==> src/rtl/msvcf_pkg.sv <==
// Shared types, constants and configuration defaults of the multi-scan voxel
// consistency filter. Every other file of the block depends on this package.
`default_nettype none

package msvcf_pkg;

  // Default grid size and scan count, handed to the top level parameters.
  localparam int GRID_X_DEF    = 128;
  localparam int GRID_Y_DEF    = 64;
  localparam int GRID_Z_DEF    = 32;
  localparam int MAX_SCANS_DEF = 16;

  // Fixed field widths.
  localparam int COORD_W     = 16;
  localparam int SCAN_W      = 4;
  localparam int VSIZE_W     = 12;
  localparam int CFG_DATA_W  = 16;
  localparam int ADDR_OUT_W  = 18;
  localparam int COUNT_OUT_W = 5;
  localparam int THRESH_W    = 5;

  // Axis divider: 16-bit magnitude, four quotient bits per cycle.
  localparam int DIV_W     = 16;
  localparam int DIV_RADIX = 4;
  localparam int DIV_STEPS = DIV_W / DIV_RADIX;
  localparam int DIV_CNT_W = $clog2(DIV_STEPS);

  // Depth of the queue between front and back, a power of two.
  localparam int QUEUE_DEPTH = 4;

  typedef enum logic {
    REQ_FILL     = 1'b0,
    REQ_CLASSIFY = 1'b1
  } req_t;

  typedef enum logic [2:0] {
    REG_VOXEL_SIZE     = 3'd0,
    REG_ORIGIN_X       = 3'd1,
    REG_ORIGIN_Y       = 3'd2,
    REG_ORIGIN_Z       = 3'd3,
    REG_CELLS_X        = 3'd4,
    REG_CELLS_Y        = 3'd5,
    REG_CELLS_Z        = 3'd6,
    REG_SCAN_THRESHOLD = 3'd7
  } cfg_reg_t;

  typedef struct packed {
    req_t                       req_type;
    logic signed [COORD_W-1:0]  x_mm;
    logic signed [COORD_W-1:0]  y_mm;
    logic signed [COORD_W-1:0]  z_mm;
    logic [SCAN_W-1:0]          scan_index;
  } item_t;

  typedef struct packed {
    logic                       in_range;
    logic [ADDR_OUT_W-1:0]      voxel_address;
    logic [COUNT_OUT_W-1:0]     scan_count;
    logic                       is_consistent;
  } result_t;

  typedef struct packed {
    logic [VSIZE_W-1:0]         voxel_size_mm;
    logic signed [COORD_W-1:0]  origin_x_mm;
    logic signed [COORD_W-1:0]  origin_y_mm;
    logic signed [COORD_W-1:0]  origin_z_mm;
    logic [7:0]                 cells_x;
    logic [6:0]                 cells_y;
    logic [5:0]                 cells_z;
    logic [THRESH_W-1:0]        scan_threshold;
  } cfg_t;

  localparam cfg_t CFG_RESET = '{
    voxel_size_mm:  12'd400,
    origin_x_mm:    16'(-11000),
    origin_y_mm:    16'(-7000),
    origin_z_mm:    16'(-1000),
    cells_x:        8'd86,
    cells_y:        7'd46,
    cells_z:        6'd18,
    scan_threshold: 5'd1
  };

  typedef enum logic [1:0] {
    FR_IDLE = 2'd0,
    FR_DIV  = 2'd1,
    FR_ADDR = 2'd2
  } front_state_t;

  typedef enum logic [1:0] {
    BK_CLEAR  = 2'd0,
    BK_IDLE   = 2'd1,
    BK_UPDATE = 2'd2
  } back_state_t;

endpackage

`default_nettype wire

==> src/rtl/msvcf_queue.sv <==
// Short FIFO of mapped items between the front end and the mask engine.
// Depends on msvcf_pkg for its depth.
`default_nettype none

module msvcf_queue #(
  parameter int W = 8
) (
  input  wire logic          clk,
  input  wire logic          rst,
  input  wire logic          push_valid,
  input  wire logic [W-1:0]  push_data,
  output logic               full,
  output logic               head_valid,
  output logic [W-1:0]       head_data,
  input  wire logic          pop
);

  localparam int PTR_W = $clog2(msvcf_pkg::QUEUE_DEPTH);

  logic [W-1:0]     slot [msvcf_pkg::QUEUE_DEPTH];
  logic [PTR_W-1:0] wr_ptr;
  logic [PTR_W-1:0] rd_ptr;
  logic [PTR_W:0]   fill;
  logic             push;
  logic             pop_ok;

  assign full       = (fill == (PTR_W + 1)'(msvcf_pkg::QUEUE_DEPTH));
  assign head_valid = (fill != '0);
  assign head_data  = slot[rd_ptr];
  assign push       = push_valid && !full;
  assign pop_ok     = pop && head_valid;

  always_ff @(posedge clk) begin
    if (rst) begin
      wr_ptr <= '0;
      rd_ptr <= '0;
      fill   <= '0;
    end else begin
      if (push) wr_ptr <= wr_ptr + 1'b1;
      if (pop_ok) rd_ptr <= rd_ptr + 1'b1;
      fill <= fill + (PTR_W + 1)'(push) - (PTR_W + 1)'(pop_ok);
    end
  end

  always_ff @(posedge clk) begin
    if (push) begin
      slot[wr_ptr] <= push_data;
    end
  end

  a_pop_nonempty: assert property (@(posedge clk) disable iff (rst)
    pop |-> head_valid)
    else $error("queue popped while empty");

  a_fill_bound: assert property (@(posedge clk) disable iff (rst)
    fill <= (PTR_W + 1)'(msvcf_pkg::QUEUE_DEPTH))
    else $error("queue fill count beyond depth");

endmodule

`default_nettype wire

==> config.mk <==
export PLATFORM = sky130hd
export DESIGN_NAME = msvcf_queue
export DESIGN_NICKNAME = d
export VERILOG_FILES = /design/src/rtl/msvcf_pkg.sv /design/src/rtl/msvcf_queue.sv
export SDC_FILE = /design/constraint.sdc
export NUM_CORES = 1
export LEC_CHECK = 0
export BUFFER_PORTS_ARGS = -buffer_cell sky130_fd_sc_hd__buf_2
export CORE_MARGIN = 2
export CORE_UTILIZATION = 50
export CTS_CLUSTER_DIAMETER = 120
export DETAILED_ROUTE_END_ITERATION = 8
export GPL_ROUTABILITY_DRIVEN = 0
export PLACE_DENSITY = 0.71
export SETUP_SLACK_MARGIN = 0.4
export SYNTH_ARGS = -nofsm -noshare
export SYNTH_HDL_FRONTEND = slang
export SYNTH_SLANG_ARGS = --single-unit
==> constraint.sdc <==
create_clock -name clk -period 2.7 [get_ports clk]
set_input_delay 0.27 -clock clk [delete_from_list [all_inputs] [get_ports clk]]
set_output_delay 0.27 -clock clk [all_outputs]
set_load 0.02 [all_outputs]
After elaboration in Yosys (flattened, before gate mapping):

Memory sizes are Yosys's and may differ from the RTL's. A register that Yosys moved wholly into a read port is not among the register bits.
Cells that the tools add are included.

* add/sub/neg operators: 4
* equality and inequality tests: 1
* mux-type cells: 4
* reductions and logical operators: 4

Operators by type and width (number)
* $add A2 B1 Y2 const B: 2
* $mux W2: 2
* $add A3 B1 Y3: 1
* $eq A3 B3 Y1 const B: 1
* $reduce_bool A3 Y1: 1
* $sub A3 B1 Y3: 1
* $logic_and A1 B1 Y1: 2
* $mux W1: 2
* $logic_not A1 Y1: 1

* register bits after elaboration: 7
* memory bits (writable): 32
* bits of input ports: 12
* output and inout port bits: 10
* word-level logic and storage cells: 17
* memories: 1

Memories
* slot: depth 4, width 8, read ports 1, clocked after Yosys merged registers in 1, write ports 1, line msvcf_queue.sv:20 `logic [W-1:0] slot [msvcf_pkg::QUEUE_DEPTH];`

Depth between registers and ports, before layout:

* depth after elaboration: 5
* gate-level depth with buffers: 11

Worst setup path before layout:

No wires, ideal clock.

* path type: reg-to-reg
* start: register fill[1]
* end: register fill[2]
* library setup time: 0.078 ns
* arrival: 2.182 ns
* path slack: 0.440 ns
* stages on the path, launching flop included: 12
* buffers on the path: 0
* cell sequence: dfxtp_1 -> nor3b_2 -> nor2_2 -> inv_1 -> ha_1 -> inv_1 -> ha_1 -> inv_1 -> fa_1 -> xor2_1 -> and2_1 -> nor3_1

* cells in the longest elaborated chain, start to end: 5
* elaborated cells on any way between the ends: 7
* classes of those cells: 2 x add/sub; 1 x eq/ne; 4 x reduce/logical

RTL lines
* from (decl): line msvcf_queue.sv:23 `logic [PTR_W:0] fill;`
* from (signal assigned): line msvcf_queue.sv:41 `fill <= fill + (PTR_W + 1)'(push) - (PTR_W + 1)'(pop_ok);`
* $eq A3 B3 Y1: line msvcf_queue.sv:27 `assign full = (fill == (PTR_W + 1)'(msvcf_pkg::QUEUE_DEPTH));`
* named net full: line msvcf_queue.sv:12 `output logic full,`
* $logic_not A1 Y1: line msvcf_queue.sv:30 `assign push = push_valid && !full;`
* $logic_and A1 B1 Y1: line msvcf_queue.sv:30
* $add A3 B1 Y3: line msvcf_queue.sv:41
* $sub A3 B1 Y3: line msvcf_queue.sv:41

The timed path passes the listed nets, and every way through them passes these cells.
A chain may end at the register's enable or synchronous reset.

Worst setup path in the final report:

* start: register fill[2]
* end: register fill[2]

* cells in the longest elaborated chain, start to end: 5
* elaborated cells on any way between the ends: 7
* classes of those cells: 2 x add/sub; 1 x eq/ne; 4 x reduce/logical

RTL lines (line)
* $eq A3 B3 Y1: msvcf_queue.sv:27
* $logic_not A1 Y1: msvcf_queue.sv:30
* $logic_and A1 B1 Y1: msvcf_queue.sv:30
* $add A3 B1 Y3: msvcf_queue.sv:41
* $sub A3 B1 Y3 *: msvcf_queue.sv:41

Mark *: on every way between the ends. The rest lies on a longest branch, timed or not.

==> metrics.log <==
[metrics] cell area after synthesis: 1630 um^2
[metrics] metal3 WL: 148 um
[metrics] post-detail-place hpwl: 1.65 mm
[metrics] number of diodes: 0
[metrics] Setup Total Neg Slack: 0 ns
[metrics] proportion of layout cells with a drive suffix above 1: 37.3%
[metrics] top layer in use: met4
[metrics] global-route wire length before repair: about 3.7 mm
[metrics] worst-skew pair later-pin latency: 0.35 ns
[metrics] Leakage Power: 0.697 nW
[metrics] H-tree lvl count: 2
[metrics] antenna violations before repair: 0
[metrics] FF+latch count, synth: 41
[metrics] Setup Viol. Count Final: 0
[metrics] number of design-rule violations left by the first detailed-router iteration: 33
[metrics] CTS tree: done
[metrics] cts bufs inserted: 5
[metrics] gr usage total: between 10 and 15%
[metrics] nature of the critical path endpoint: flop
[metrics] nature of the critical path startpoint: flop
[metrics] predominant post-synthesis flop cell: sky130_fd_sc_hd__edfxtp_1
[metrics] clock root buffer master: sky130_fd_sc_hd__clkbuf_4
[metrics] highest attainable clock frequency: between 0.4 and 0.5 GHz
[metrics] EDFF count, synth: 32
[metrics] final core utilization: 61.5%
[metrics] power density relative to cell area: 994 nW/um^2
[metrics] number of non-filler instances in the completed layout: between 150 and 200
[metrics] fin. max-slew vios: 0
[metrics] Post-synth ARST share: 0%
[metrics] global-route congestion overflow total: 0
[metrics] worst min path class: in2reg
[metrics] final instance area: 1890 um^2
[metrics] cell count after synthesis: 91
[metrics] proportion of netlist area held by the largest area contributor: about three fifths
[metrics] critical path cell sequence: nor3b_4 -> nor2_4 -> inv_1 -> ha_1 -> inv_1 -> ha_1 -> inv_1 -> fa_1 -> xor2_1 -> and2_1 -> nor3_1
[metrics] worst-case register-to-register setup slack: 0.53 ns
[metrics] capture instance of the worst register-to-register path: fill[2]
[metrics] largest fanout of any net on the critical path: 6
[metrics] fraction of the cycle the final worst path needs: 80.3%
[metrics] nets in the synthesized netlist: 110
[metrics] Max-Cap Viols: 0
[metrics] height of the die: 61.1 um
[metrics] via-per-instance ratio: 4.97
[metrics] drc violations: 0
[metrics] I/O pin total: 22
[metrics] effective utilization at floorplan: 53.0%
[metrics] number of placement rows: 20
[metrics] setup repair after global routing missed its margin: no
[metrics] cell taking the most area after synthesis: sky130_fd_sc_hd__edfxtp_1
[metrics] first-pass iteration count of the detailed router: 4
[metrics] register clock-pin slew on the reported worst setup and hold paths: 0.12 ns
[metrics] Critical Path Max Stage Delay: 0.44 ns
[metrics] DR vias: about 810
[metrics] post-synthesis sequential area ratio: 69.9%
[metrics] cell with the largest stage delay on the worst path: sky130_fd_sc_hd__dfxtp_1
[metrics] number of distinct standard cells referenced by the synthesized netlist: 25
[metrics] FF-to-FF Start: fill[2]
[metrics] final number of hold-violating endpoints: 0
[metrics] Critical Path Source: fill[2]
[metrics] count of warnings emitted by yosys: 0
[metrics] Routed met1 length: around 1.0 mm
[metrics] Worst Path Required: 2.98 ns
[metrics] Critical Path AT: 2.45 ns
[metrics] floorplan die width: 61.1 um
[metrics] clock sink count: 41
[metrics] most repeated library cell on the critical path: sky130_fd_sc_hd__inv_1
[metrics] normalized max-slew margin: 64.5%
[metrics] count leader, synth: sky130_fd_sc_hd__edfxtp_1
[metrics] via count of the first global-routing pass: 802
[metrics] detail-routed net length per standard cell: 14.6 um
[metrics] nets@finish: 136
[metrics] Tightest Pin Transition: approximately 0.53 ns
[metrics] syn avg cell area: 17.9 um^2
[metrics] number of port buffers: 21
[metrics] path type of the worst setup path: reg2reg
[metrics] most frequent cells after synthesis: sky130_fd_sc_hd__edfxtp_1 (32), sky130_fd_sc_hd__dfxtp_1 (9), sky130_fd_sc_hd__mux4_2 (8), sky130_fd_sc_hd__ha_1 (6), sky130_fd_sc_hd__inv_1 (6)
[metrics] largest net degree at the start of global routing: 14
[metrics] Worst Skew: 0.0107 ns
[metrics] Max rail drop VDD: a little under 700 uV
[metrics] total length of routed wires: 2.36 mm
[metrics] synth-to-layout area growth: 16.0%
[metrics] top cells by area, synth: sky130_fd_sc_hd__edfxtp_1 (59%), sky130_fd_sc_hd__dfxtp_1 (11%), sky130_fd_sc_hd__mux4_2 (11%)
[metrics] antenna-violating nets left: 0
[metrics] depth of the most critical reg-to-reg path: 11
[metrics] shortest period the worst path allows: 2.17 ns
[metrics] placeable core region: 3080 um^2
[metrics] die outline area: 3740 um^2
[metrics] Post-DP Area: 1770 um^2
[metrics] Cells after DPL: ~150
[metrics] worst setup path endpoint: fill[2]
[metrics] status: finished clean
[metrics] amount of wire on met2 after detailed routing: 1.15 mm
[metrics] clock buffer depth: 2
## power breakdown
part	internal (mW)	leakage, nW	total, mW	switching, mW
logic	0.255	0.275	0.519	0.264
clock network	0.287	0.0552	0.477	0.190
registers	0.784	0.368	0.887	0.103
## flip-flops by register name, indices dropped and copies added (netlist names), named ones only
name / count
rd_ptr: 2
fill: 3
slot: 32
wr_ptr: 2
## what timing repair did
action | 4_1_cts | 5_1_grt
hold buffers | 0 | 0
gates resized for setup | 0 | 4
endpoints found under the setup margin | 0 | 1
setup buffers | 0 | 1
endpoints found under the hold margin | 0 | 0
## how the worst min path moves through the flow
stage                      start         end  slack (ns)  cells after the start
CTS                 push_data[6]  slot[2][6]        0.12                      1
global placement    push_data[5]  slot[1][5]        0.48                      1
detailed placement  push_data[6]  slot[2][6]        0.49                      1
finish              push_data[5]  slot[1][5]        0.13                      1
global route        push_data[6]  slot[2][6]        0.11                      1
floorplan           push_data[0]  slot[0][0]        0.37                      0
## per-layer routing
metal / GRT usage, % / up-vias
li1: - / 390
met1: 18.2 / 391
met2: 22.9 / 19
met3: 6.72 / 5
met4: 6.52 / 0
met5: 0 / -
## layout by cell type, fill, tap and decap left out, types with 2 or more instances in the layout
cell type and n:
sky130_fd_sc_hd__dfxtp_1 7, sky130_fd_sc_hd__ha_1 6, sky130_fd_sc_hd__nand2b_1 2, sky130_fd_sc_hd__inv_1 6, sky130_fd_sc_hd__and2_1 5, sky130_fd_sc_hd__dfxtp_2 2
sky130_fd_sc_hd__xor2_1 2, sky130_fd_sc_hd__clkbuf_4 5, sky130_fd_sc_hd__nor2_1 5, sky130_fd_sc_hd__edfxtp_1 32, sky130_fd_sc_hd__mux4_2 8, sky130_fd_sc_hd__bufinv_16 2
sky130_fd_sc_hd__buf_2 21
## final cells by class
cell class,count,area [um^2]
clock buffers,5,37.5
clock inverters,3,65.1
fillers,238,1180
inverters,6,22.5
multi-input cells,41,458
flip-flops and latches,41,1140
well taps,44,55.1
repair buffers,22,113
## worst max-delay path, delay by kind of cell, from the launching register on
kind	cells	cell delay (ns)
xor gates and xnor gates	1	0.16
DFF	1	0.44
adders and majority gates	3	0.72
buffers and inverters	3	0.17
and+or+nand+nor	4	0.63
## kinds of logic (layout without fill, tap and decap cells)
kind of cell	Yosys count	count (layout)	share of synthesized area (%)
compound gates	4	4	1.76
simple gates	18	18	6.51
fa+ha+maj	7	7	5.82
flops	41	41	69.9
xor+xnor	3	3	1.61
mux	9	9	11.6
buf+inv	9	36	2.76
## per-stage QoR
step / setup WS (ns) / total power [mW] / hold WS (ns)
2_1_floorplan: 0.440 / 1.26 / 0.369
3_3_place_gp: 0.569 / 1.38 / 0.482
3_5_place_dp: 0.485 / 1.40 / 0.492
4_1_cts: 0.450 / 1.87 / 0.120
5_1_grt: 0.373 / 2.00 / 0.108
6_report: 0.532 / 1.88 / 0.129
No activity file was read; power rests on OpenSTA's default activity.
