[config.mk]
export PLATFORM = sky130hd
export DESIGN_NAME = msvcf_front
export DESIGN_NICKNAME = d
export VERILOG_FILES = /design/src/rtl/msvcf_pkg.sv /design/src/rtl/msvcf_axis_div.sv /design/src/rtl/msvcf_front.sv
export SDC_FILE = /design/constraint.sdc
export NUM_CORES = 1
export LEC_CHECK = 0
export BUFFER_PORTS_ARGS = -buffer_cell sky130_fd_sc_hd__buf_2
export CAP_MARGIN = 40
export CORE_UTILIZATION = 48
export DETAILED_ROUTE_END_ITERATION = 12
export HOLD_SLACK_MARGIN = 0.05
export MAX_ROUTING_LAYER = met4
export PLACE_DENSITY_LB_ADDON = 0.05
export SETUP_SLACK_MARGIN = 0.5
export SLEW_MARGIN = 40
export SYNTH_ARGS = -nofsm -noshare
export SYNTH_HDL_FRONTEND = slang
export SYNTH_SLANG_ARGS = --single-unit
[constraint.sdc]
create_clock -name clk -period 10.96 [get_ports clk]
set_input_delay 2.192 -clock clk [delete_from_list [all_inputs] [get_ports clk]]
set_output_delay 2.192 -clock clk [all_outputs]
set_load 0.1 [all_outputs]
[src/rtl/msvcf_pkg.sv]
// Shared types, constants and configuration defaults of the multi-scan voxel
// consistency filter. Every other file of the block depends on this package.
`default_nettype none

package msvcf_pkg;

  // Default grid size and scan count, handed to the top level parameters.
  localparam int GRID_X_DEF    = 128;
  localparam int GRID_Y_DEF    = 64;
  localparam int GRID_Z_DEF    = 32;
  localparam int MAX_SCANS_DEF = 16;

  // Fixed field widths.
  localparam int COORD_W     = 16;
  localparam int SCAN_W      = 4;
  localparam int VSIZE_W     = 12;
  localparam int CFG_DATA_W  = 16;
  localparam int ADDR_OUT_W  = 18;
  localparam int COUNT_OUT_W = 5;
  localparam int THRESH_W    = 5;

  // Axis divider: 16-bit magnitude, four quotient bits per cycle.
  localparam int DIV_W     = 16;
  localparam int DIV_RADIX = 4;
  localparam int DIV_STEPS = DIV_W / DIV_RADIX;
  localparam int DIV_CNT_W = $clog2(DIV_STEPS);

  // Depth of the queue between front and back, a power of two.
  localparam int QUEUE_DEPTH = 4;

  typedef enum logic {
    REQ_FILL     = 1'b0,
    REQ_CLASSIFY = 1'b1
  } req_t;

  typedef enum logic [2:0] {
    REG_VOXEL_SIZE     = 3'd0,
    REG_ORIGIN_X       = 3'd1,
    REG_ORIGIN_Y       = 3'd2,
    REG_ORIGIN_Z       = 3'd3,
    REG_CELLS_X        = 3'd4,
    REG_CELLS_Y        = 3'd5,
    REG_CELLS_Z        = 3'd6,
    REG_SCAN_THRESHOLD = 3'd7
  } cfg_reg_t;

  typedef struct packed {
    req_t                       req_type;
    logic signed [COORD_W-1:0]  x_mm;
    logic signed [COORD_W-1:0]  y_mm;
    logic signed [COORD_W-1:0]  z_mm;
    logic [SCAN_W-1:0]          scan_index;
  } item_t;

  typedef struct packed {
    logic                       in_range;
    logic [ADDR_OUT_W-1:0]      voxel_address;
    logic [COUNT_OUT_W-1:0]     scan_count;
    logic                       is_consistent;
  } result_t;

  typedef struct packed {
    logic [VSIZE_W-1:0]         voxel_size_mm;
    logic signed [COORD_W-1:0]  origin_x_mm;
    logic signed [COORD_W-1:0]  origin_y_mm;
    logic signed [COORD_W-1:0]  origin_z_mm;
    logic [7:0]                 cells_x;
    logic [6:0]                 cells_y;
    logic [5:0]                 cells_z;
    logic [THRESH_W-1:0]        scan_threshold;
  } cfg_t;

  localparam cfg_t CFG_RESET = '{
    voxel_size_mm:  12'd400,
    origin_x_mm:    16'(-11000),
    origin_y_mm:    16'(-7000),
    origin_z_mm:    16'(-1000),
    cells_x:        8'd86,
    cells_y:        7'd46,
    cells_z:        6'd18,
    scan_threshold: 5'd1
  };

  typedef enum logic [1:0] {
    FR_IDLE = 2'd0,
    FR_DIV  = 2'd1,
    FR_ADDR = 2'd2
  } front_state_t;

  typedef enum logic [1:0] {
    BK_CLEAR  = 2'd0,
    BK_IDLE   = 2'd1,
    BK_UPDATE = 2'd2
  } back_state_t;

endpackage

`default_nettype wire

[src/rtl/msvcf_axis_div.sv]
// Iterative restoring divider for one axis: offset magnitude over voxel size,
// four quotient bits per cycle. Depends on msvcf_pkg.
`default_nettype none

module msvcf_axis_div (
  input  wire logic                          clk,
  input  wire logic                          rst,
  input  wire logic                          start,
  input  wire logic [msvcf_pkg::DIV_W-1:0]   dividend,
  input  wire logic [msvcf_pkg::VSIZE_W-1:0] divisor,
  output logic      [msvcf_pkg::DIV_W-1:0]   quotient,
  output logic                               last
);

  logic                              running;
  logic [msvcf_pkg::DIV_CNT_W-1:0]   cnt;
  logic [msvcf_pkg::VSIZE_W:0]       rem;
  logic [msvcf_pkg::VSIZE_W:0]       rem_next;
  logic [msvcf_pkg::DIV_W-1:0]       quo;
  logic [msvcf_pkg::DIV_W-1:0]       quo_next;

  // The remainder stays below the divisor, so one spare bit holds the shift.
  always_comb begin
    rem_next = rem;
    quo_next = quo;
    for (int k = 0; k < msvcf_pkg::DIV_RADIX; k++) begin
      rem_next = {rem_next[msvcf_pkg::VSIZE_W-1:0], quo_next[msvcf_pkg::DIV_W-1]};
      quo_next = {quo_next[msvcf_pkg::DIV_W-2:0], 1'b0};
      if (rem_next >= {1'b0, divisor}) begin
        rem_next    = rem_next - {1'b0, divisor};
        quo_next[0] = 1'b1;
      end
    end
  end

  assign last     = running && (cnt == msvcf_pkg::DIV_CNT_W'(msvcf_pkg::DIV_STEPS - 1));
  assign quotient = quo;

  always_ff @(posedge clk) begin
    if (rst) begin
      running <= 1'b0;
      cnt     <= '0;
    end else if (start) begin
      running <= 1'b1;
      cnt     <= '0;
    end else if (running) begin
      cnt <= cnt + 1'b1;
      if (last) begin
        running <= 1'b0;
      end
    end
  end

  always_ff @(posedge clk) begin
    if (start) begin
      rem <= '0;
      quo <= dividend;
    end else if (running) begin
      rem <= rem_next;
      quo <= quo_next;
    end
  end

endmodule

`default_nettype wire

[src/rtl/msvcf_front.sv]
// Front end: accepts input beats, maps the point to a voxel with three axis
// dividers and pushes the classified item. Depends on msvcf_pkg, msvcf_axis_div.
`default_nettype none

module msvcf_front #(
  parameter int GRID_X = msvcf_pkg::GRID_X_DEF,
  parameter int GRID_Y = msvcf_pkg::GRID_Y_DEF,
  parameter int GRID_Z = msvcf_pkg::GRID_Z_DEF,
  localparam int CELL_TOTAL = GRID_X * GRID_Y * GRID_Z,
  localparam int ADDR_W     = (CELL_TOTAL > 1) ? $clog2(CELL_TOTAL) : 1,
  localparam int QW         = 2 + msvcf_pkg::SCAN_W + ADDR_W
) (
  input  wire logic              clk,
  input  wire logic              rst,
  input  wire msvcf_pkg::cfg_t   cfg,
  input  wire logic              item_valid,
  output logic                   item_stall,
  input  wire msvcf_pkg::item_t  item,
  output logic                   push_valid,
  output logic [QW-1:0]          push_data,
  input  wire logic              push_full
);

  localparam int IX_W = (GRID_X > 1) ? $clog2(GRID_X) : 1;
  localparam int IY_W = (GRID_Y > 1) ? $clog2(GRID_Y) : 1;
  localparam int IZ_W = (GRID_Z > 1) ? $clog2(GRID_Z) : 1;
  localparam logic [ADDR_W-1:0] YZ_C = ADDR_W'(GRID_Y * GRID_Z);
  localparam logic [ADDR_W-1:0] Z_C  = ADDR_W'(GRID_Z);
  localparam int LIM_W = msvcf_pkg::DIV_W + 1;

  msvcf_pkg::front_state_t st;
  msvcf_pkg::front_state_t st_next;

  logic                               accept;
  logic [msvcf_pkg::COORD_W-1:0]      coord  [3];
  logic [msvcf_pkg::COORD_W-1:0]      origin [3];
  logic [msvcf_pkg::COORD_W:0]        off    [3];
  logic [msvcf_pkg::DIV_W-1:0]        mag    [3];
  logic [msvcf_pkg::DIV_W-1:0]        quo    [3];
  logic [LIM_W-1:0]                   cells  [3];
  logic [LIM_W-1:0]                   grid   [3];
  logic [LIM_W-1:0]                   lim    [3];
  logic [2:0]                         last;
  logic [2:0]                         neg;
  logic [2:0]                         axis_ok;
  logic                               in_rng;
  msvcf_pkg::req_t                    req;
  logic [msvcf_pkg::SCAN_W-1:0]       scan;
  logic [ADDR_W-1:0]                  addr;

  assign coord[0]  = item.x_mm;
  assign coord[1]  = item.y_mm;
  assign coord[2]  = item.z_mm;
  assign origin[0] = cfg.origin_x_mm;
  assign origin[1] = cfg.origin_y_mm;
  assign origin[2] = cfg.origin_z_mm;
  assign cells[0]  = LIM_W'(cfg.cells_x);
  assign cells[1]  = LIM_W'(cfg.cells_y);
  assign cells[2]  = LIM_W'(cfg.cells_z);
  assign grid[0]   = LIM_W'(GRID_X);
  assign grid[1]   = LIM_W'(GRID_Y);
  assign grid[2]   = LIM_W'(GRID_Z);

  for (genvar a = 0; a < 3; a++) begin : g_axis
    // The 17-bit difference is exact for any coordinate and origin.
    assign off[a] = {coord[a][msvcf_pkg::COORD_W-1], coord[a]}
                  - {origin[a][msvcf_pkg::COORD_W-1], origin[a]};
    assign mag[a] = off[a][msvcf_pkg::COORD_W] ? msvcf_pkg::DIV_W'(-off[a])
                                               : off[a][msvcf_pkg::DIV_W-1:0];
    assign lim[a] = (cells[a] < grid[a]) ? cells[a] : grid[a];

    // Truncation toward zero puts a point less than one voxel below the
    // origin at index zero, so a negative offset passes only with a zero quotient.
    assign axis_ok[a] = (cfg.voxel_size_mm != '0)
                     && !(neg[a] && (quo[a] != '0))
                     && ({1'b0, quo[a]} < lim[a]);

    msvcf_axis_div u_div (
      .clk      (clk),
      .rst      (rst),
      .start    (accept),
      .dividend (mag[a]),
      .divisor  (cfg.voxel_size_mm),
      .quotient (quo[a]),
      .last     (last[a])
    );
  end

  assign in_rng = &axis_ok;
  assign addr   = ADDR_W'(quo[0][IX_W-1:0]) * YZ_C
                + ADDR_W'(quo[1][IY_W-1:0]) * Z_C
                + ADDR_W'(quo[2][IZ_W-1:0]);

  always_ff @(posedge clk) begin
    if (accept) begin
      neg[0] <= off[0][msvcf_pkg::COORD_W];
      neg[1] <= off[1][msvcf_pkg::COORD_W];
      neg[2] <= off[2][msvcf_pkg::COORD_W];
      req    <= item.req_type;
      scan   <= item.scan_index;
    end
  end

  always_ff @(posedge clk) begin
    if (rst) begin
      st <= msvcf_pkg::FR_IDLE;
    end else begin
      st <= st_next;
    end
  end

  always_comb begin
    st_next = st;
    unique case (st)
      msvcf_pkg::FR_IDLE: begin
        if (item_valid) st_next = msvcf_pkg::FR_DIV;
      end
      msvcf_pkg::FR_DIV: begin
        if (last[0]) st_next = msvcf_pkg::FR_ADDR;
      end
      msvcf_pkg::FR_ADDR: begin
        if (!push_full) st_next = msvcf_pkg::FR_IDLE;
      end
      default: st_next = msvcf_pkg::FR_IDLE;
    endcase
  end

  always_comb begin
    item_stall = (st != msvcf_pkg::FR_IDLE);
    accept     = item_valid && !item_stall;
    push_valid = (st == msvcf_pkg::FR_ADDR);
    push_data  = {in_rng, req, scan, in_rng ? addr : {ADDR_W{1'b0}}};
  end

  // The three dividers start together and must finish together.
  a_div_lockstep: assert property (@(posedge clk) disable iff (rst)
    (last == 3'b000) || (last == 3'b111))
    else $error("axis dividers out of step");

  a_div_in_state: assert property (@(posedge clk) disable iff (rst)
    last[0] |-> (st == msvcf_pkg::FR_DIV))
    else $error("divider finished outside the divide state");

endmodule

`default_nettype wire

; Word-level counts from Yosys, hierarchy flattened
; Cells that the tools add are included.
[totals]
rom_bits = 0
out_inout_bits = 26
mem_count = 0
latchBits = 0
ram_bits = 0
input_bits = 143
register_bits = 103
elab_cells = 144
[classes]
shifts = 0
mux = 50
n_mul = 0
n_lt_le_gt_ge = 18
bitwise_logic = 0
div = 0
reduce_logical = 29
addsub = 23
eq_ne = 8
[op_table]
columns = operator, n
row1 = >= comparator 13 x 12 -> 1 bit, 12
row2 = two-way mux 12 bit, 12
row3 = two-way mux 16 bit, 9
row4 = subtractor 12 bit, 12
row5 = subtractor 16 x 16 -> 17 bit, 3
row6 = negator 16 bit, 3
row7 = nonzero test 16 bit, 3
row8 = two-way mux 1 bit, 21
row9 = adder 18 x 11 -> 18 bit, 1
row10 = adder 18 x 5 -> 18 bit, 1
row11 = two-way mux 18 bit, 1
row12 = < comparator 16 x 6 -> 1 bit, 1
row13 = < comparator 16 x 7 -> 1 bit, 1
row14 = < comparator 16 x 8 -> 1 bit, 1
row15 = logical AND 1 bit, 13
row16 = nonzero test 12 bit, 1
row17 = == test 2 bit (second input constant), 4
row18 = < comparator 8 bit (second input constant), 1
row19 = two-way mux 8 bit, 1
row20 = nonzero test 2 bit, 4
row21 = < comparator 7 bit (second input constant), 1
row22 = two-way mux 7 bit, 1
row23 = adder 2 x 1 -> 2 bit (second input constant), 3
row24 = < comparator 6 bit (second input constant), 1
row25 = 10 further kinds, 17

; Depth between registers and ports, before layout
[depth]
word_depth = 10
mapped_depth = 47
mapped_depth_nobuf = 41

; Hierarchy
; A second synthesis with hierarchy kept.
[unflattened]
cells_unflattened = 2049
hier_area_um2 = 16410.7
[modules_own_cells]
columns = mod, cells_each, n_inst, seq_area_each_um2, area_per_inst_um2
row1 = msvcf_axis_div at g_axis[0].u_div ..., 451, 2, 780.7, 3871.2
row2 = msvcf_front, 650, 1, 280.3, 4642.0
row3 = msvcf_axis_div at g_axis[1].u_div, 497, 1, 780.7, 4026.4

; Worst setup path before layout
; OpenSTA, ideal clock, no wires.
[synth_timing]
path_type = input port to flip-flop
start = in cfg[80] in the netlist's numbering
end = reg g_axis[1].u_div.rem[11] in the netlist's numbering
required_time_ns = 10.828
t_arrival_ns = 11.671
path_slack_ns = -0.843
setup_time_ns = 0.132
cell_stages = 44
n_path_buf = 6
path_cell_list = inv_1 ha_1 a2111oi_0 a21bo_2 nand2_1 clkbuf_1 o21ai_0 inv_1 ha_1 nor2b_1 o31a_1 o41a_1 nor3_1 o311ai_0 nor2_1 clkbuf_1 nor2_1 a21oi_1 [8 not listed] a2111o_1 clkbuf_1 clkbuf_1 a21oi_1 ha_1 nor2b_1 o21ai_0 a21boi_0 o21ai_0 a21oi_1 nand4_1 nand4_1 a311oi_1 a21boi_0 buf_2 buf_2 mux2i_1 a21oi_1
[synth_via]
elab_chain_cells = 8
elab_cells_between_ends = 12
cone_classes = add/sub (4) / order compare (4) / mux (4)
[synth_lines]
columns = item, line
row1 = from (decl), msvcf_front.sv:15  ; input wire msvcf_pkg::cfg_t cfg,
row2 = subtractor 12 bit or >= comparator 13 x 12 -> 1 bit (tied branches), "msvcf_axis_div.sv:30, msvcf_axis_div.sv:29"
row3 = two-way mux 12 bit, msvcf_axis_div.sv:29  ; if (rem_next >= {1'b0, divisor}) begin
row4 = subtractor 12 bit or >= comparator 13 x 12 -> 1 bit (tied branches), "msvcf_axis_div.sv:30, msvcf_axis_div.sv:29"
row5 = two-way mux 12 bit, msvcf_axis_div.sv:29
row6 = subtractor 12 bit or >= comparator 13 x 12 -> 1 bit (tied branches), "msvcf_axis_div.sv:30, msvcf_axis_div.sv:29"
row7 = two-way mux 12 bit, msvcf_axis_div.sv:29
row8 = subtractor 12 bit or >= comparator 13 x 12 -> 1 bit (tied branches), "msvcf_axis_div.sv:30, msvcf_axis_div.sv:29"
row9 = two-way mux 12 bit (*), msvcf_axis_div.sv:29
row10 = to (signal assigned), msvcf_axis_div.sv:59  ; rem <= rem_next;
row11 = to (decl), msvcf_axis_div.sv:17  ; logic [msvcf_pkg::VSIZE_W:0] rem;
; Every way passes the cells marked *; elsewhere a longest branch is shown, timed or not.
; A chain may end at the register's enable or synchronous reset.

; Final worst setup path
[layout_timing]
start = in cfg[75] in the netlist's numbering
end = reg g_axis[2].u_div.rem[1] in the netlist's numbering
[layout_via]
elab_chain_cells = 8
elab_cells_between_ends = 12
cone_classes = add/sub (4) / order compare (4) / mux (4)
[layout_lines]
columns = item, line
row1 = subtractor 12 bit or >= comparator 13 x 12 -> 1 bit (tied branches), "msvcf_axis_div.sv:30, msvcf_axis_div.sv:29"
row2 = two-way mux 12 bit, msvcf_axis_div.sv:29
row3 = subtractor 12 bit or >= comparator 13 x 12 -> 1 bit (tied branches), "msvcf_axis_div.sv:30, msvcf_axis_div.sv:29"
row4 = two-way mux 12 bit, msvcf_axis_div.sv:29
row5 = >= comparator 13 x 12 -> 1 bit or subtractor 12 bit (tied branches), "msvcf_axis_div.sv:29, msvcf_axis_div.sv:30"
row6 = two-way mux 12 bit, msvcf_axis_div.sv:29
row7 = subtractor 12 bit or >= comparator 13 x 12 -> 1 bit (tied branches), "msvcf_axis_div.sv:30, msvcf_axis_div.sv:29"
row8 = two-way mux 12 bit (*), msvcf_axis_div.sv:29
row9 = to (signal assigned), msvcf_axis_div.sv:59
row10 = to (decl), msvcf_axis_div.sv:17
; Marks and branches as above.

==> flow_summary.ini <==
[status]
outcome = finished, final reports clean

[cells_and_area]
final_cell_mix = 274 x buf_4, 204 x ha_1, 172 x nand2_1
fillers = 3010
areaGrowthSynthToFinish_pct = 27.52
drive_above_1_share_pct = 25.11
final_nets = 2834
layout_commonest_cell = buf_4

[synth]
synth_fa_ha_area_share_pct = 19.02
synth_compound_area_share_pct = 25.03
synthFlopType = edfxtp_1
yosysWarnings = 0
muxShareOfSynthArea_pct = 5.350
synth.distinct_cells = 79
synthCells = 2051
synth_xor_area_share_pct = 9.486
yosysSeqAreaShare_pct = 16.61
synth-simple-area-share_pct = 19.26
synth-edff-count = 56
syn_area_per_cell_sq_um = 7.698
netlist_area_sq_um = 15790
synth_top_family_by_area = compound AO/OA/AOI/OAI gates
synth-async-reset-ratio_pct = 0
synth_nets = 2425
ys_ff_latch = 103

[worst_setup_path]
worstPathMaxFanout = 8
r2r_cells = 39
critPathKind = primary input to flop
worstPathRequired_ps = 11220
cp-end-kind = flop
cp.arrival_ps = 10420
crit_path_top_delay_cell = or3b_4
cpPeakStageDelay_ps = 460
worst_setup_path_start_kind = primary input

[placement]
dp_hpwl_um = 40950
place_congestion = 0.9515
io_buffers = 163

[clock_tree]
cts_hold_buffers = 0
h-tree-depth = 3
clk-insertion-delay-late_ps = 390
max-clock-path-buffers = 2
cts_buffers = 9
cts.clk_slew.worst_paths_ps = 90
tritoncts = built
clockRootBuffer = clkbuf_16
clock-sinks = 103

[routing]
dr.pass1.iters = 5
wl_per_cell_um = 17.36
wl_um = 50540
first_iter_violations = 856
ant_nets = 0
via_count = 16450
remaining_drc_errors = 0
avgViaCountPerCell = 5.651

[hold_path]
hold_class = flop to flop
hold_depth = 1

[die]
die_x_um = 183.4
coreArea_sq_um = 32450
die-area_sq_um = 33620
io_pins = 169
die_h_um = 183.4
rows = 66
start_util_pct = 48.65

[grt]
antenna_found_initial = 4
grt_remaining_overflow = 0
grt_pass1_wl_um = 78880
grt_max_degree = 77
grt.total_usage_pct = 30.52
grt_pass1_vias = 15620

[sta]
drv_slew = 0
rsz0062_at_grt = yes
hold_viol_final = 0
max_freq_mhz = 98.36
setup_viol = 0
final.setup.tns_ps = 0
fin_skew_ps = 10.97
tightestPinTransition_ps = 742.6
fin_crit_sh_pct = 92.76
fin_crit_ps = 10170
holdWs_ps = 484.0
relSlewSlack_pct = 50.49

[run]
cap_violations = 0
## repair_timing
action                                  CTS  global route
gates resized for setup                  10            88
endpoints found under the setup margin   37            39
cloned                                    1             2
setup buffers                             6            40
pin swaps                                 5            38
## per-stage QoR
stage                     utilization [%]  instance area [sq um]  setup WS [ps]  cells
after CTS                           59.80                  19410          514.9   2865
after global routing                62.03                  20130          465.2   2911
after global placement              58.56                  19000         -185.4   2842
final                               62.03                  20130          793.4   2911
after floorplan                         -                  16110          500.3   2051
after detailed placement            58.57                  19010         -51.01   2842
## layout make-up
cell class | instances | area, sq um | area share, %
Inverter | 157 | 604.3 | 3.002
Sequential cell | 103 | 2623 | 13.03
Multi-Input combinational cell | 1736 | 12910 | 64.13
Timing Repair Buffer | 453 | 3132 | 15.56
Clock inverter | 7 | 75.07 | 0.3729
Clock buffer | 9 | 225.2 | 1.119
Tap cell | 442 | 553.0 | 2.747
Antenna cell | 4 | 10.01 | 0.04972
## worst paths after layout
check	startpoint	to	slack (ps)
setup reg to reg	g_axis[0].u_div.quotient[15]	g_axis[0].u_div.rem[6]	2510
hold reg to reg	st[1]	st[0]	480
hold / removal	st[1]	st[0]	480
setup / recovery	cfg[75]	g_axis[2].u_div.rem[1]	790
## registers in the layout (all words and copies together) (netlist names)
name	flops
neg	3
g_axis.u_div.rem	36
g_axis.u_div.cnt	6
g_axis.u_div.quotient	48
st	2
req	1
scan	4
g_axis.u_div.running	3
## cells in the mapped netlist, types with 12 or more instances
| master | number | share of area (%) |
|---|---|---|
| a21o_1 | 48 | 2.3 |
| clkbuf_1 | 44 | 1.0 |
| nor3_1 | 56 | 1.8 |
| nor4_1 | 32 | 1.3 |
| nand2b_1 | 24 | 0.95 |
| nand4_1 | 26 | 1.0 |
| nand3_1 | 42 | 1.3 |
| xor2_1 | 58 | 3.2 |
| nor2b_1 | 29 | 1.1 |
| dfxtp_1 | 47 | 6.0 |
| o211ai_1 | 14 | 0.67 |
| a211oi_1 | 20 | 0.95 |
| o21ai_0 | 163 | 5.2 |
| o31ai_1 | 12 | 0.57 |
| mux2_2 | 31 | 2.2 |
| nand2_1 | 174 | 4.1 |
| inv_1 | 157 | 3.7 |
| a21oi_1 | 178 | 5.6 |
| fa_1 | 15 | 1.9 |
| o21bai_1 | 19 | 0.90 |
| or3_1 | 13 | 0.52 |
| xnor2_1 | 113 | 6.3 |
| o21a_1 | 44 | 2.1 |
| nor2_1 | 166 | 3.9 |
| mux2i_1 | 48 | 3.0 |
| and2_1 | 21 | 0.83 |
| ha_1 | 216 | 17 |
| edfxtp_1 | 56 | 11 |
| a31oi_1 | 21 | 0.83 |
| o31a_1 | 12 | 0.67 |
## cell families after synthesis
group                    count (synthesis)
flip-flops                             103
multiplexers                            80
XOR/XNOR                               171
AND/OR/NAND/NOR                        631
adder cells (fa/ha/maj)                231
buffers and inverters                  213
AO/OA/AOI/OAI                          622
## routing by layer
| metal | vias up | track usage, % | share of wire (%) |
|---|---|---|---|
| met3 | 90 | 3.296 | 4.4 |
| met5 | - | - | 0 |
| li1 | 8313 | - | - |
| met2 | 427 | 50.72 | 47 |
| met1 | 7620 | 38.46 | 45 |
| met4 | 0 | 10.40 | 3.0 |
## worst max-delay path, delay by kind of cell
kind	cells	cell delay (ps)
AO/OA/AOI/OAI	23	4360
adder cells (fa/ha/maj)	4	1040
buffers and inverters	9	1370
multiplexers	2	470
AND/OR/NAND/NOR	4	970
Power is not shown: default switching activity piles up to over one toggle a cycle in this logic, so the estimate is an artifact.
